## src/sv/wsfd_pkg.sv

```systemverilog
// shared types and constants for the websocket frame deframer
// no dependencies; imported by wsfd_parser and websocket_frame_deframer_top
package wsfd_pkg;

    // parser phase, one-hot
    typedef enum logic [4:0] {
        PH_B0      = 5'b00001,
        PH_B1      = 5'b00010,
        PH_EXTLEN  = 5'b00100,
        PH_MASK    = 5'b01000,
        PH_PAYLOAD = 5'b10000
    } phase_t;

    // result kinds
    localparam logic [1:0] KIND_HEADER  = 2'd0;
    localparam logic [1:0] KIND_PAYLOAD = 2'd1;
    localparam logic [1:0] KIND_INCONS  = 2'd2;
    localparam logic [1:0] KIND_CTRLVIO = 2'd3;

    // header length codes and header byte counts
    localparam logic [6:0] LEN_EXT16 = 7'd126;
    localparam logic [6:0] LEN_EXT64 = 7'd127;
    localparam logic [3:0] HC_EXT16  = 4'd2;
    localparam logic [3:0] HC_EXT64  = 4'd8;
    localparam logic [3:0] HC_KEY    = 4'd4;

    // reset value of the expected type register (text)
    localparam logic [3:0] EXP_TYPE_RESET = 4'd1;

    // one result item
    typedef struct packed {
        logic [1:0] kind;
        logic [3:0] frame_type;
        logic [7:0] out_byte;
        logic       frame_last;
        logic       message_final;
    } result_t;

endpackage

```

## src/sv/wsfd_parser.sv

```systemverilog
// frame parser: header state machine, length and key collection, unmasking
// depends on wsfd_pkg
module wsfd_parser
    import wsfd_pkg::*;
(
    input  logic       aclk,
    input  logic       aresetn,
    input  logic       step,
    input  logic [7:0] in_byte,
    input  logic [3:0] expected_type,
    output logic       res_valid,
    output result_t    res
);

    phase_t      phase_reg, phase_next;
    logic [3:0]  hc_reg, hc_next;
    logic [63:0] rem_reg, rem_next;
    logic [31:0] key_reg, key_next;
    logic [1:0]  idx_reg, idx_next;
    logic        masked_reg, masked_next;
    logic        fin_reg, fin_next;
    logic [3:0]  type_reg, type_next;
    logic        frag_reg, frag_next;
    logic        drop_reg, drop_next;

    logic        do_finish;
    logic [63:0] rem_fin;
    logic [3:0]  hc_dec;
    logic [3:0]  t;
    logic [1:0]  err;
    logic [7:0]  key_byte;
    logic        last;
    logic        empty;

    // next state and result for one byte
    always_comb begin
        phase_next  = phase_reg;
        hc_next     = hc_reg;
        rem_next    = rem_reg;
        key_next    = key_reg;
        idx_next    = idx_reg;
        masked_next = masked_reg;
        fin_next    = fin_reg;
        type_next   = type_reg;
        frag_next   = frag_reg;
        drop_next   = drop_reg;
        res_valid   = 1'b0;
        res         = '0;
        res.message_final = fin_reg;
        do_finish   = 1'b0;
        rem_fin     = rem_reg;
        hc_dec      = hc_reg - 4'd1;
        t           = type_reg;
        err         = KIND_HEADER;
        key_byte    = key_reg[{~idx_reg, 3'b000} +: 8];
        last        = (rem_reg[63:1] == 63'd0);
        empty       = 1'b0;

        case (phase_reg)
            PH_B0: begin
                fin_next   = in_byte[7];
                type_next  = in_byte[3:0];
                phase_next = PH_B1;
            end
            PH_B1: begin
                masked_next = in_byte[7];
                if (in_byte[6:0] == LEN_EXT16 || in_byte[6:0] == LEN_EXT64) begin
                    hc_next    = (in_byte[6:0] == LEN_EXT16) ? HC_EXT16 : HC_EXT64;
                    rem_next   = '0;
                    phase_next = PH_EXTLEN;
                end else begin
                    rem_fin  = {57'd0, in_byte[6:0]};
                    rem_next = rem_fin;
                    if (in_byte[7]) begin
                        phase_next = PH_MASK;
                        hc_next    = HC_KEY;
                        key_next   = '0;
                    end else begin
                        do_finish = 1'b1;
                    end
                end
            end
            PH_EXTLEN: begin
                rem_fin  = {rem_reg[55:0], in_byte};
                rem_next = rem_fin;
                hc_next  = hc_dec;
                if (hc_dec == 4'd0) begin
                    if (masked_reg) begin
                        phase_next = PH_MASK;
                        hc_next    = HC_KEY;
                        key_next   = '0;
                    end else begin
                        do_finish = 1'b1;
                    end
                end
            end
            PH_MASK: begin
                key_next = {key_reg[23:0], in_byte};
                hc_next  = hc_dec;
                if (hc_dec == 4'd0) begin
                    do_finish = 1'b1;
                end
            end
            PH_PAYLOAD: begin
                idx_next = idx_reg + 2'd1;
                if (rem_reg != 64'd0) begin
                    rem_next = rem_reg - 64'd1;
                end
                if (last) begin
                    phase_next = PH_B0;
                end
                if (drop_reg) begin
                    if (last) begin
                        drop_next = 1'b0;
                    end
                end else begin
                    res_valid      = 1'b1;
                    res.kind       = KIND_PAYLOAD;
                    res.frame_type = type_reg;
                    res.out_byte   = masked_reg ? (in_byte ^ key_byte) : in_byte;
                    res.frame_last = last;
                end
            end
            default: begin
                phase_next = PH_B0;
            end
        endcase

        // end of header: resolve continuation and check the type
        if (do_finish) begin
            if (frag_reg) begin
                if (type_reg == 4'd0) begin
                    t = expected_type;
                    if (fin_reg) begin
                        frag_next = 1'b0;
                    end
                end
            end else if (!fin_reg) begin
                frag_next = 1'b1;
            end
            if (!fin_reg) begin
                if (t != expected_type) begin
                    err = t[3] ? KIND_CTRLVIO : KIND_INCONS;
                end
            end else if (!t[3] && t != expected_type) begin
                err = KIND_INCONS;
            end
            empty          = (rem_fin == 64'd0);
            type_next      = t;
            idx_next       = 2'd0;
            drop_next      = (err != KIND_HEADER);
            phase_next     = empty ? PH_B0 : PH_PAYLOAD;
            res_valid      = 1'b1;
            res.kind       = err;
            res.frame_type = t;
            res.frame_last = (err == KIND_HEADER) && empty;
        end
    end

    // parser state
    always_ff @(posedge aclk) begin
        if (!aresetn) begin
            phase_reg  <= PH_B0;
            hc_reg     <= '0;
            rem_reg    <= '0;
            key_reg    <= '0;
            idx_reg    <= '0;
            masked_reg <= 1'b0;
            fin_reg    <= 1'b0;
            type_reg   <= '0;
            frag_reg   <= 1'b0;
            drop_reg   <= 1'b0;
        end else if (step) begin
            phase_reg  <= phase_next;
            hc_reg     <= hc_next;
            rem_reg    <= rem_next;
            key_reg    <= key_next;
            idx_reg    <= idx_next;
            masked_reg <= masked_next;
            fin_reg    <= fin_next;
            type_reg   <= type_next;
            frag_reg   <= frag_next;
            drop_reg   <= drop_next;
        end
    end

    // header byte counter never sits at zero while collecting
    a_hc_nonzero: assert property (@(posedge aclk) disable iff (!aresetn)
        (phase_reg == PH_EXTLEN || phase_reg == PH_MASK) |-> hc_reg != 4'd0)
        else $error("header count zero while collecting header bytes");

endmodule

```

## src/sv/websocket_frame_deframer_top.sv

```systemverilog
// Path: an accepted byte is loaded into the input register; when it advances, the parser
// logic feeds its result, if it yields one, into the result register.
// Throughput: one byte per cycle sustained; ready drops only under result backpressure.
// Reset: synchronous active-low aresetn clears the parser to wait for a first
// header byte, empties both registers, and sets expected_type to 1 (text).
// top level; depends on wsfd_pkg and wsfd_parser
module websocket_frame_deframer_top
    import wsfd_pkg::*;
(
    input  logic       aclk,
    input  logic       aresetn,
    input  logic       cfg_valid,
    output logic       cfg_ready,
    input  logic [3:0] cfg_expected_type,
    input  logic       s_valid,
    output logic       s_ready,
    input  logic [7:0] s_in_byte,
    output logic       m_valid,
    input  logic       m_ready,
    output logic [1:0] m_kind,
    output logic [3:0] m_frame_type,
    output logic [7:0] m_out_byte,
    output logic       m_frame_last,
    output logic       m_message_final
);

    logic [3:0] exp_type_reg;
    logic       in_valid_reg;
    logic [7:0] in_byte_reg;
    logic       out_valid_reg;
    result_t    out_reg;
    logic       advance;
    logic       res_valid;
    result_t    res;

    // configuration register
    assign cfg_ready = 1'b1;

    always_ff @(posedge aclk) begin
        if (!aresetn) begin
            exp_type_reg <= EXP_TYPE_RESET;
        end else if (cfg_valid) begin
            exp_type_reg <= cfg_expected_type;
        end
    end

    // the held byte moves on when the result slot is free or being drained
    assign advance = in_valid_reg && (!out_valid_reg || m_ready);
    assign s_ready = !in_valid_reg || advance;

    // input register
    always_ff @(posedge aclk) begin
        if (!aresetn) begin
            in_valid_reg <= 1'b0;
        end else if (s_ready) begin
            in_valid_reg <= s_valid;
        end
    end

    always_ff @(posedge aclk) begin
        if (s_valid && s_ready) begin
            in_byte_reg <= s_in_byte;
        end
    end

    wsfd_parser u_parser (
        .aclk          (aclk),
        .aresetn       (aresetn),
        .step          (advance),
        .in_byte       (in_byte_reg),
        .expected_type (exp_type_reg),
        .res_valid     (res_valid),
        .res           (res)
    );

    // result register
    always_ff @(posedge aclk) begin
        if (!aresetn) begin
            out_valid_reg <= 1'b0;
        end else if (advance && res_valid) begin
            out_valid_reg <= 1'b1;
        end else if (m_ready) begin
            out_valid_reg <= 1'b0;
        end
    end

    always_ff @(posedge aclk) begin
        if (advance && res_valid) begin
            out_reg <= res;
        end
    end

    assign m_valid         = out_valid_reg;
    assign m_kind          = out_reg.kind;
    assign m_frame_type    = out_reg.frame_type;
    assign m_out_byte      = out_reg.out_byte;
    assign m_frame_last    = out_reg.frame_last;
    assign m_message_final = out_reg.message_final;

    // error requests carry no byte and no last marker
    a_err_clean: assert property (@(posedge aclk) disable iff (!aresetn)
        m_valid && (m_kind == KIND_INCONS || m_kind == KIND_CTRLVIO)
            |-> m_out_byte == 8'd0 && !m_frame_last)
        else $error("error request with byte or last marker");

    // header-done requests carry no byte
    a_hdr_clean: assert property (@(posedge aclk) disable iff (!aresetn)
        m_valid && m_kind == KIND_HEADER |-> m_out_byte == 8'd0)
        else $error("header request with nonzero byte");

    // input stalls only while a byte is held behind a full result register
    a_stall_cause: assert property (@(posedge aclk) disable iff (!aresetn)
        !s_ready |-> in_valid_reg && out_valid_reg && !m_ready)
        else $error("input stalled without result backpressure");

    // a byte held behind a stalled result is not lost
    a_hold: assert property (@(posedge aclk) disable iff (!aresetn)
        in_valid_reg && !advance |=> in_valid_reg && $stable(in_byte_reg))
        else $error("held input byte changed while stalled");

endmodule
```

## config.mk

```make
export PLATFORM = sky130hd
export DESIGN_NAME = websocket_frame_deframer_top
export DESIGN_NICKNAME = d
export VERILOG_FILES = /design/src/sv/wsfd_pkg.sv /design/src/sv/wsfd_parser.sv /design/src/sv/websocket_frame_deframer_top.sv
export SDC_FILE = /design/constraint.sdc
export NUM_CORES = 1
export LEC_CHECK = 0
export ABC_CLOCK_PERIOD_IN_PS = 2500
export BUFFER_PORTS_ARGS = -buffer_cell sky130_fd_sc_hd__buf_4
export CORE_MARGIN = 3
export CORE_UTILIZATION = 25
export DETAILED_ROUTE_END_ITERATION = 8
export PLACE_DENSITY = 0.45
export SYNTH_ARGS = -nofsm -noshare
export SYNTH_HDL_FRONTEND = slang
export SYNTH_HIERARCHICAL = 1
export SYNTH_SLANG_ARGS = --single-unit
```

## constraint.sdc

```tcl
create_clock -name aclk -period 2.5 [get_ports aclk]
set_input_delay 0.5 -clock aclk [delete_from_list [all_inputs] [get_ports aclk]]
set_output_delay 0.5 -clock aclk [all_outputs]
set_load 0.02 [all_outputs]
```

==> After elaboration in Yosys (flattened, before gate mapping) <==
Cells that the tools add are included.
{ "totals": {"reg_bits": 145, "in_bits": 17, "output_inout_bits": 19, "wordCells": 137} }
{ "classes": {"addsub": 3, "n_eq_ne": 19, "shift": 1, "mux": 59, "n_bitwise": 3, "n_reduce_logical": 33} }
{ "op_table": {"columns": ["op", "n"], "rows": [
  ["64-bit one-hot mux with 3 select lines", 1],
  ["32-bit 2-to-1 mux", 4],
  ["64-bit 2-to-1 mux", 2],
  ["64-bit one-hot mux with 2 select lines", 1],
  ["32-bit one-hot mux with 3 select lines", 1],
  ["64-bit logical NOT", 1],
  ["64-bit nonzero test", 1],
  ["64-bit by 1-bit subtractor with 64-bit output (second input constant)", 1],
  ["63-bit logical NOT", 1],
  ["4-bit 2-to-1 mux", 10],
  ["5-bit 2-to-1 mux", 7],
  ["32-bit by 6-bit variable part select with 8-bit output", 1],
  ["5-bit one-hot mux with 5 select lines", 1],
  ["1-bit 2-to-1 mux", 19],
  ["15-bit 2-to-1 mux", 1],
  ["7-bit equality test (second input constant)", 2],
  ["14-bit 2-to-1 mux", 1],
  ["2-bit 2-to-1 mux", 6],
  ["4-bit one-hot mux with 3 select lines", 1],
  ["6-bit AND reduction", 2],
  ["2-bit AND reduction", 5],
  ["3-bit by 1-bit inequality test with 1-bit output (second input constant)", 3],
  ["4-bit logical NOT", 2],
  ["8-bit 2-to-1 mux", 1],
  ["other kinds (26)", 43]
]} }

==> Longest topological paths before layout <==
Gate-level depths: netlist (run 1).
{ "logic_depth": {"word_depth": 13, "mapped_depth": 10, "mapped_depth_nobuf": 9} }

==> Hierarchy <==
The synthesis (run 1) kept the hierarchy.
{ "by_module_without_submodules": {"columns": ["module", "n_inst", "cells_each", "area_per_inst_um2", "seq_area_each_um2"], "rows": [
  ["wsfd_parser", 1, 975, 7213.2, 2302.2],
  ["websocket_frame_deframer_top", 1, 52, 991.0, 840.8]
]} }

==> Least setup slack after synthesis (run 1) <==
Ideal clock, no wire load.
{ "synth_timing": {"path_kind": "register to register", "from": "register u_parser.phase_reg[2]", "to": "register out_reg (netlist bit m_frame_last) (enable)", "setup_ns": 0.389, "t_arrival_ns": 2.396, "t_required_ns": 2.111, "slack_ns": -0.284, "path_stages_with_launch": 9, "path_buffers": 1, "period_less_slack_ns": 2.784, "cell_sequence": "dfxtp_1 clkbuf_1 nor3_1 nand3_1 nor3_1 nor2_1 nand2_1 nand2_1 nor2_1"} }
{ "synth_via": {"elab_chain_cells": 4, "word_cells_on_any_way": 8, "cone_classes": "eq/ne (4); mux (3); reduce/logical (1)"} }
{ "synth_lines": {"columns": ["element", "line_no", "source"], "rows": [
  ["start, declared", "wsfd_parser.sv:15", "phase_t phase_reg, phase_next;"],
  ["start signal, assigned", "wsfd_parser.sv:174", "phase_reg <= phase_next;"],
  ["5-bit by 4-bit equality test with 1-bit output, or another cell as far along", "wsfd_parser.sv:59", "case (phase_reg)"],
  ["1-bit one-hot mux with 3 select lines or 1-bit 2-to-1 mux (tied branches)", "wsfd_parser.sv:59", null],
  ["1-bit 2-to-1 mux (*)", "wsfd_parser.sv:130", "if (do_finish) begin"],
  ["named net res_valid", "websocket_frame_deframer_top.sv:33", "logic res_valid;"],
  ["1-bit logical AND (*)", "websocket_frame_deframer_top.sv:88", "if (advance && res_valid) begin"],
  ["end signal, assigned", "websocket_frame_deframer_top.sv:89", "out_reg <= res;"],
  ["end, declared", "websocket_frame_deframer_top.sv:31", "result_t out_reg;"]
]} }
The timed path passes the listed nets; every way through them passes the cells marked *.
A chain may end at the register's enable or synchronous reset.

==> Final worst setup path (run 1) <==
{ "layout_timing": {"from": "register u_parser.rem_reg[41]", "to": "register u_parser.rem_reg[27]"} }
{ "layout_via": {"elab_chain_cells": 3} }
{ "layout_lines": {"columns": ["element", "line_no", "source"], "rows": [
  ["start, declared", "wsfd_parser.sv:17", "logic [63:0] rem_reg, rem_next;"],
  ["start signal, assigned", "wsfd_parser.sv:176", "rem_reg <= rem_next;"],
  ["64-bit nonzero test", "wsfd_parser.sv:106", "if (rem_reg != 64'd0) begin"],
  ["2-bit by 1-bit inequality test with 1-bit output (no source line)", null, null],
  ["3-bit AND reduction (no source line)", null, null]
]} }
Every way passes these cells.

==> out/summary.txt, run 1 <==
Max-Slew Margin vs Limit - 60.8%
RSZ-0062 raised after global routing - yes
DIE AREA - 0.0350 mm2
Post-synth EDFFs - 24
Worst R2R Setup Slack - 20 ps
Least-Margin Pin Slew - 583 ps
I/O pin count - 36
dpl cell area - 0.00990 mm2
Root Buffer Master - clkbuf_16
worst r2r dst - u_parser/rem_reg[27]
Chip Height - 187 um
Reg area - 0.00314 mm2
Synth Net Count - 1,047
synth unique cells - 78
ys flop type - dfxtp_1
Synth async-reset ratio - 0%
antenna diode count - 0
Setup Skew - 13.6 ps
Worst Hold Class - in2reg
reg2reg path depth - 11
CTS Buffer Depth - 2
# nets final - 1,179
Leak - 4.08 nW
Hold Fails Final Rpt - 0
clock slew at reported path FFs - 70 ps
Synth Cell Area - 0.00820 mm2
Synth area leader - dfxtp_1
P per Cell Area - 507 mW/mm2
Warnings, synthesis - 6
post-route clock period utilization - 99.3%
Placement Rows - 65
I/O Buffers - 34
total CTS buffers - 17
Multi-input gate area - 0.00482 mm2
top cells by count, synth - dfxtp_1, nand2_1, a21oi_1, nor2_1, clkbuf_1
post-layout min period - 2480 ps
synthesized area per cell - 7.99 um2
clock network power share - 49.8%
vias in the first global route - 8,176
peak supply drop - 0.443 mV
max reg flops - 64
pin count of the biggest net entering global routing - 70
share of layout cells above drive strength 1 - 25.1%
DR WL/cell - 17.8 um
setup TNS - 0 ps
Clock Sinks - 145
sequential share of power - 43.8%
Synth Register Bits - 145
final wirelength - 28,600 um
initial antenna violation count - 0
peak fanout along the critical path - 4
final setup fails - 0
post-route cell area - 0.0109 mm2
total power - 5.53 mW
crit start category - register
destination of the worst hold path - in_byte_reg[3]
ANT nets after route - 0
DRT Pass-1 Iters - 5
Final HPWL DP - 19,400 um
Psw - 1.45 mW
DR DRC count - 0
TritonCTS clock tree - done
first-pass GRT wire length - 46,300 um
hold_buf cts - 0
R2R Path Start - u_parser/rem_reg[41]
slowest CP cell - or4_4
Switching Fraction - 26.1%
cell internal pwr - 4.09 mW
most frequent cell after synthesis - dfxtp_1
share of the synthesized area in the top cell type - 29.5%
Total GRT Usage - 16.4%
beginning of the worst hold path - s_in_byte[3]
CP Capture Type - register
maxcap violations - 0
fmax - 403 MHz
core area - 0.0320 mm2
Iter 0 DRT Violations - 591
Clock Latency Late Sink - 440 ps
combinational fraction of design power - 6.3%
grt ovf - 0
Seq/Total Area, Yosys - 38.3%
Placer Congestion - 0.849
Area Growth Syn to Fin - 33.0%
Hold Path Cell Cnt - 1
via density per instance - 5.25
Gate Count Post-Synth - 1,027
critical path cell sequence - or4_4 > nor4_4 > buf_4 > nand2_4 > o31ai_4 > buf_6 > buf_8 > buf_12 > clkbuf_16 > o21ai_2 > a21oi_1
Fillers - 3,335
status - complete, no violations
Crit Path Class - reg2reg
CTS HTree Levels - 4
Crit path largest cell delay - 570 ps
CP Data Required Time - 2870 ps
via count - 8,433
Die X - 187 um
max-slew violations - 0
Synth area leaders - dfxtp_1, edfxtp_1, a21oi_1
initial core utilization - 25.7%
crit path DAT - 2850 ps
## per-stage QoR
stage               utilization (%)  hold WS (ps)  worst slack [ps]  cells
global placement               31.0           437             -97.7   1560
CTS                            33.5           207             -2.47   1601
global route                   34.1           217             -79.6   1607
detailed placement             31.0           444              -143   1560
finish                         34.1           240              17.1   1607
floorplan                         -           429              3.95   1027
## cells by family (layout without fill, tap and decap cells)
kind of cell	Yosys count	count (layout)	synth area share, %
other	1	1	0.0457
xor gates and xnor gates	14	14	1.49
buffers and inverters	107	252	5.64
muxes	18	18	3.42
AOI/OAI and AO/OA	312	312	24.9
adders and majority gates	3	3	0.458
DFF	145	145	38.3
and+or+nand+nor	427	427	25.7
## power groups by stage
stage | clock network, mW | registers [mW] | logic, mW
finish | 2.76 | 2.42 | 0.350
global route | 2.92 | 2.43 | 0.380
CTS | 2.85 | 2.42 | 0.338
detailed placement | 0 | 2.48 | 0.331
global placement | 0 | 2.48 | 0.330
floorplan | 0 | 2.47 | 0.192
## layer usage
| metal | vias to the layer above | part of all wire [%] | GRT usage [%] |
|---|---|---|---|
| met3 | 34 | 3.3 | 2.72 |
| met2 | 169 | 46 | 25.3 |
| met4 | 0 | 1.7 | 5.38 |
| met5 | - | 0 | 0 |
| li1 | 4097 | - | - |
| met1 | 4133 | 49 | 23.2 |
## worst max-delay path, delay by kind of cell (launching register included)
kind	cells	cell delay, ps
AOI/OAI and AO/OA	3	460
buffers and inverters	5	680
and+or+nand+nor	3	940
DFF	1	320
## what timing repair did
item | in CTS | in global routing
gates resized for setup | 17 | 46
endpoints found under the setup margin | 67 | 85
gates cloned | 2 | 1
pin swaps | 10 | 10
setup buffers | 7 | 7
## how the worst max path moves through the flow
stage | startpoint | endpoint | slack [ps] | depth (start not counted)
final | u_parser/rem_reg[41] | u_parser/rem_reg[27] | 20 | 11
after floorplan | u_parser/rem_reg[33] | u_parser/phase_reg[0] | 4 | 7
after detailed placement | u_parser/rem_reg[33] | u_parser/rem_reg[14] | -140 | 10
after global placement | u_parser/rem_reg[33] | u_parser/rem_reg[40] | -100 | 10
after global routing | u_parser/rem_reg[2] | u_parser/rem_reg[30] | -80 | 10
after CTS | u_parser/rem_reg[42] | u_parser/rem_reg[17] | -2 | 10
## cells in the final DEF (no fill, tap or decap), types with 13 or more instances in the layout
master,count
o21ai_0,31
o21ai_1,16
or3_1,13
nor2_1,85
o211ai_1,15
edfxtp_1,24
nand3_1,50
nor3_1,44
inv_1,21
nand2_1,117
dfxtp_1,120
a21oi_1,103
clkbuf_16,18
buf_4,177
nand4_1,18
a31oi_1,20
nor4_1,18
## layout make-up
type                    instances  share of cell area (%)
multi-input cells             775                    44.2
flip-flops and latches        145                    28.8
repair buffers                197                    15.5
well taps                     435                    4.99
clock buffers                  18                    4.03
clock inverters                14                    1.67
inverters                      23                   0.791
No activity file was read; power rests on OpenSTA's default activity.
==> inputs of run 2 (changes only) <==
--- a/config.mk
+++ b/config.mk
@@ -10,6 +10,8 @@
 export CORE_MARGIN = 3
 export CORE_UTILIZATION = 25
 export DETAILED_ROUTE_END_ITERATION = 8
+export GPL_ROUTABILITY_DRIVEN = 0
+export MAX_ROUTING_LAYER = met4
 export PLACE_DENSITY = 0.45
 export SYNTH_ARGS = -nofsm -noshare
 export SYNTH_HDL_FRONTEND = slang
==> out/summary.txt, run 2 (same netlist as run 1, synthesis figures left out) <==
grt ovf - 0
Root Buffer Master - clkbuf_16
clock slew at reported path FFs - 70 ps
CTS Buffer Depth - 2
Switching Fraction - 26.2%
via density per instance - 5.23
Final HPWL DP - 19,400 um
Crit Path Class - reg2reg
post-route clock period utilization - 99.4%
initial antenna violation count - 0
combinational fraction of design power - 6.3%
Clock Sinks - 145
Placement Rows - 65
maxcap violations - 0
final cell count without fillers - 1,607
sequential share of power - 43.8%
commonest non-fill, non-tap cell in the layout - buf_4
final setup margin - 15.8 ps
final core utilization - 34.1%
Max-Slew Margin vs Limit - 62.1%
Hold Fails Final Rpt - 0
Post-Place Setup Slack - -143 ps
I/O pin count - 36
crit start category - register
DRT Pass-1 Iters - 5
crit path DAT - 2850 ps
post-layout min period - 2480 ps
# nets final - 1,179
post-route cell area - 0.0109 mm2
CP Capture Type - register
total power - 5.53 mW
CTS HTree Levels - 4
hold_ws - 238 ps
Least-Margin Pin Slew - 565 ps
cell internal pwr - 4.09 mW
CP Data Required Time - 2870 ps
P per Cell Area - 507 mW/mm2
fmax - 403 MHz
antenna diode count - 0
Iter 0 DRT Violations - 623
Total GRT Usage - 16.9%
max-slew violations - 0
initial core utilization - 25.7%
Area Growth Syn to Fin - 33.0%
total CTS buffers - 17
peak supply drop - 0.447 mV
pin count of the biggest net entering global routing - 70
Worst Hold Class - in2reg
DR DRC count - 0
Die X - 187 um
via count - 8,408
TritonCTS clock tree - done
Fillers - 3,335
RSZ-0062 raised after global routing - yes
Setup Skew - 13.9 ps
peak fanout along the critical path - 4
share of layout cells above drive strength 1 - 25.1%
setup TNS - 0 ps
I/O Buffers - 34
commonest non-fill, non-tap cells in the layout - buf_4, dfxtp_1, nand2_1
vias in the first global route - 8,183
final setup fails - 0
status - complete, no violations
clock network power share - 49.9%
Psw - 1.45 mW
Chip Height - 187 um
first-pass GRT wire length - 46,300 um
placed cell count - 1,560
final wirelength - 28,700 um
ANT nets after route - 0
Leak - 4.08 nW
dpl cell area - 0.00990 mm2
Clock Latency Late Sink - 450 ps
DR WL/cell - 17.9 um
max reg flops - 64
core area - 0.0320 mm2
DIE AREA - 0.0350 mm2
run 2: cell counts in the layout (fill, tap and decap cells not counted):
Identical to the previous run, type by type.
run 2: worst max-delay path: stages, from the launching register on:
cell,delay (ps)
dfxtp_2,320
or4_4,570
nor4_4,310
buf_4,180
nand2_4,60
o31ai_4,270
buf_6,140
buf_8,120
buf_12,110
clkbuf_16,140
o21ai_2,50
a21oi_1,140
run 2: worst paths after layout:
| kind | startpoint | to | slack (ps) | depth (start not counted) |
|---|---|---|---|---|
| setup / recovery | u_parser/rem_reg[41] | u_parser/rem_reg[27] | 20 | 11 |
| hold / removal | s_in_byte[4] | in_byte_reg[4] | 240 | 1 |
| setup reg to reg | u_parser/rem_reg[41] | u_parser/rem_reg[27] | 20 | 11 |
| hold reg to reg | u_parser/key_reg[29] | u_parser/key_reg[29] | 450 | 2 |
run 2: layout make-up:
cell class / instances / area [um2] / share of cell area (%)
inverter: 23 / 86.3 / 0.791
multi-input combinational: 775 / 4820 / 44.2
sequential: 145 / 3140 / 28.8
tap: 435 / 544 / 4.99
clock buffer: 18 / 439 / 4.03
clock inverter: 14 / 183 / 1.67
timing repair buffer: 197 / 1690 / 15.5
run 2: power groups by stage:
stage          Sequential [mW]  Clock [mW]  Combinational [mW]
2_1_floorplan             2.47           0               0.192
6_report                  2.42        2.76               0.350
3_5_place_dp              2.48           0               0.331
3_3_place_gp              2.48           0               0.330
4_1_cts                   2.42        2.85               0.338
5_1_grt                   2.43        2.92               0.380
run 2: metal layers:
| layer | vias up | routed length [um] | global-route usage [%] |
|---|---|---|---|
| li1 | 4103 | - | - |
| met1 | 4087 | 14000 | 23.2 |
| met2 | 181 | 13200 | 25.3 |
| met3 | 37 | 987 | 2.70 |
| met4 | 0 | 481 | 5.38 |
| met5 | - | 0 | - |
run 2: what timing repair did:
item | 4_1_cts | 5_1_grt
pin swaps | 10 | 10
hold buffers | 0 | 0
gates resized for setup | 17 | 46
endpoints found under the setup margin | 67 | 85
cloned | 2 | 1
buffers inserted | 7 | 7
==> inputs of run 3 (changes only) <==
--- a/config.mk
+++ b/config.mk
@@ -13,6 +13,7 @@
 export GPL_ROUTABILITY_DRIVEN = 0
 export MAX_ROUTING_LAYER = met4
 export PLACE_DENSITY = 0.45
+export REMOVE_ABC_BUFFERS = 1
 export SYNTH_ARGS = -nofsm -noshare
 export SYNTH_HDL_FRONTEND = slang
 export SYNTH_HIERARCHICAL = 1
==> out/summary.txt, run 3 (same netlist as run 1, synthesis figures left out) <==
final wirelength - 28,700 um
R2R Path Start - u_parser/rem_reg[33]
final cell count without fillers - 1,609
total CTS buffers - 17
hold_buf cts - 0
first-pass GRT wire length - 45,900 um
via density per instance - 5.26
ANT nets after route - 0
Psw - 1.51 mW
Switching Fraction - 28.0%
Reg area - 0.00314 mm2
Least-Margin Pin Slew - 603 ps
pin count of the biggest net entering global routing - 70
CTS HTree Levels - 4
vias in the first global route - 8,145
Clock Sinks - 145
combinational fraction of design power - 6.5%
post-layout min period - 2540 ps
crit path DAT - 2880 ps
RSZ-0062 raised after global routing - yes
max reg flops - 64
maxcap violations - 0
Setup Skew - 15.2 ps
peak fanout along the critical path - 17
Clock Latency Late Sink - 430 ps
grt ovf - 0
DR DRC count - 0
initial antenna violation count - 0
Fillers - 3,341
P per Cell Area - 499 mW/mm2
commonest non-fill, non-tap cell in the layout - buf_4
Chip Height - 187 um
initial core utilization - 25.7%
CTS Buffer Depth - 2
DR WL/cell - 17.9 um
commonest non-fill, non-tap cells in the layout - buf_4, dfxtp_1, nand2_1
CP Capture Type - register
I/O Buffers - 34
Crit path largest cell delay - 560 ps
clock network power share - 48.6%
failing checks - setup timing
final setup fails - 6
Crit Path Class - reg2reg
fmax - 394 MHz
status - finished, violations left
DIE AREA - 0.0350 mm2
max-slew violations - 0
post-route clock period utilization - 101%
antenna diode count - 0
share of layout cells above drive strength 1 - 24.4%
Die X - 187 um
Max-Slew Margin vs Limit - 59.4%
# nets final - 1,181
via count - 8,465
worst r2r dst - u_parser/rem_reg[49]
slowest CP cell - or4_4
Placement Rows - 65
Root Buffer Master - clkbuf_16
TritonCTS clock tree - done
destination of the worst hold path - in_byte_reg[6]
sequential share of power - 45.0%
core area - 0.0320 mm2
critical path cell sequence - or4_4 > nor4_4 > buf_4 > nand2_4 > o31ai_4 > buf_4 > clkbuf_16 > o21ai_1 > a21oi_1
crit start category - register
DRT Pass-1 Iters - 5
reg2reg path depth - 9
Area Growth Syn to Fin - 31.9%
placed cell count - 1,568
I/O pin count - 36
most used cell, CP - buf_4
Hold Fails Final Rpt - 0
CP Data Required Time - 2850 ps
peak supply drop - 0.412 mV
beginning of the worst hold path - s_in_byte[6]
Iter 0 DRT Violations - 720
Worst Hold Class - in2reg
Hold Path Cell Cnt - 1
cell internal pwr - 3.89 mW
Final HPWL DP - 19,400 um
Leak - 4.05 nW
clock slew at reported path FFs - 70 ps
Multi-input gate area - 0.00476 mm2
hold_ws - 244 ps
total power - 5.41 mW
Total GRT Usage - 16.5%
final setup margin - -36.3 ps
Worst R2R Setup Slack - -40 ps
run 3: cell types whose count changed in the layout (fill, tap and decap cells not counted), sizes merged:
cell and delta:
inv -5, bufinv -2, clkinv +7, buf +1
clkinvlp +1
run 3: timing repair:
action	in CTS	in global routing
hold endpoints to repair	0	0
buffers inserted	0	6
gates cloned	0	3
gates resized for setup	5	38
endpoints found under the setup margin	19	75
pin swaps	3	26
run 3: final cells by class:
type,count,share of cell area [%]
Tap cell,435,5.03
Clock buffer,17,3.93
Clock inverter,15,1.78
Sequential cell,145,29.0
Inverter,23,0.798
Multi-Input combinational cell,775,44.0
Timing Repair Buffer,199,15.4
run 3: power groups by stage:
| stage | Combinational, mW | Clock (mW) | Sequential, mW |
|---|---|---|---|
| finish | 0.350 | 2.63 | 2.43 |
| global route | 0.380 | 2.79 | 2.43 |
| CTS | 0.339 | 2.70 | 2.43 |
| detailed placement | 0.336 | 0 | 2.48 |
| global placement | 0.337 | 0 | 2.48 |
| floorplan | 0.165 | 0 | 2.47 |
run 3: how the worst max path moves through the flow:
stage          cells past startpoint             startpoint  slack, ps               endpoint
5_1_grt                            9   u_parser/rem_reg[33]       -110   u_parser/rem_reg[49]
6_report                           9   u_parser/rem_reg[33]        -40   u_parser/rem_reg[49]
2_1_floorplan                      6  u_parser/phase_reg[1]      -2490   u_parser/rem_reg[13]
3_5_place_dp                       7   u_parser/rem_reg[44]       -200           m_frame_last
3_3_place_gp                       7   u_parser/rem_reg[44]       -170           m_frame_last
4_1_cts                            6   u_parser/rem_reg[33]          4  u_parser/phase_reg[0]
run 3: worst max-delay path: cells and delay by family, from the launching register on:
kind | cells | cell delay (ps)
AO/OA/AOI/OAI | 3 | 630
buffers and inverters | 3 | 580
flip-flops | 1 | 320
AND/OR/NAND/NOR | 3 | 920
run 3: stage by stage:
stage	util, %	area, um2	TNS [ps]	setup WS [ps]
finish	33.9	10800	-87.9	-36.3
global route	33.9	10800	-2130	-111
CTS	33.2	10600	0	4.22
detailed placement	31.2	9960	-652	-196
global placement	31.2	9960	-424	-167
floorplan	-	7830	-212960	-2490
run 3: routing by layer:
metal  up-vias  part of all wire (%)  track usage [%]
li1       4107                     -                -
met1      4112                    50             23.5
met2       213                    45             24.9
met3        33                   3.7             2.04
met4         0                   1.3             4.42
met5         -                     0                -
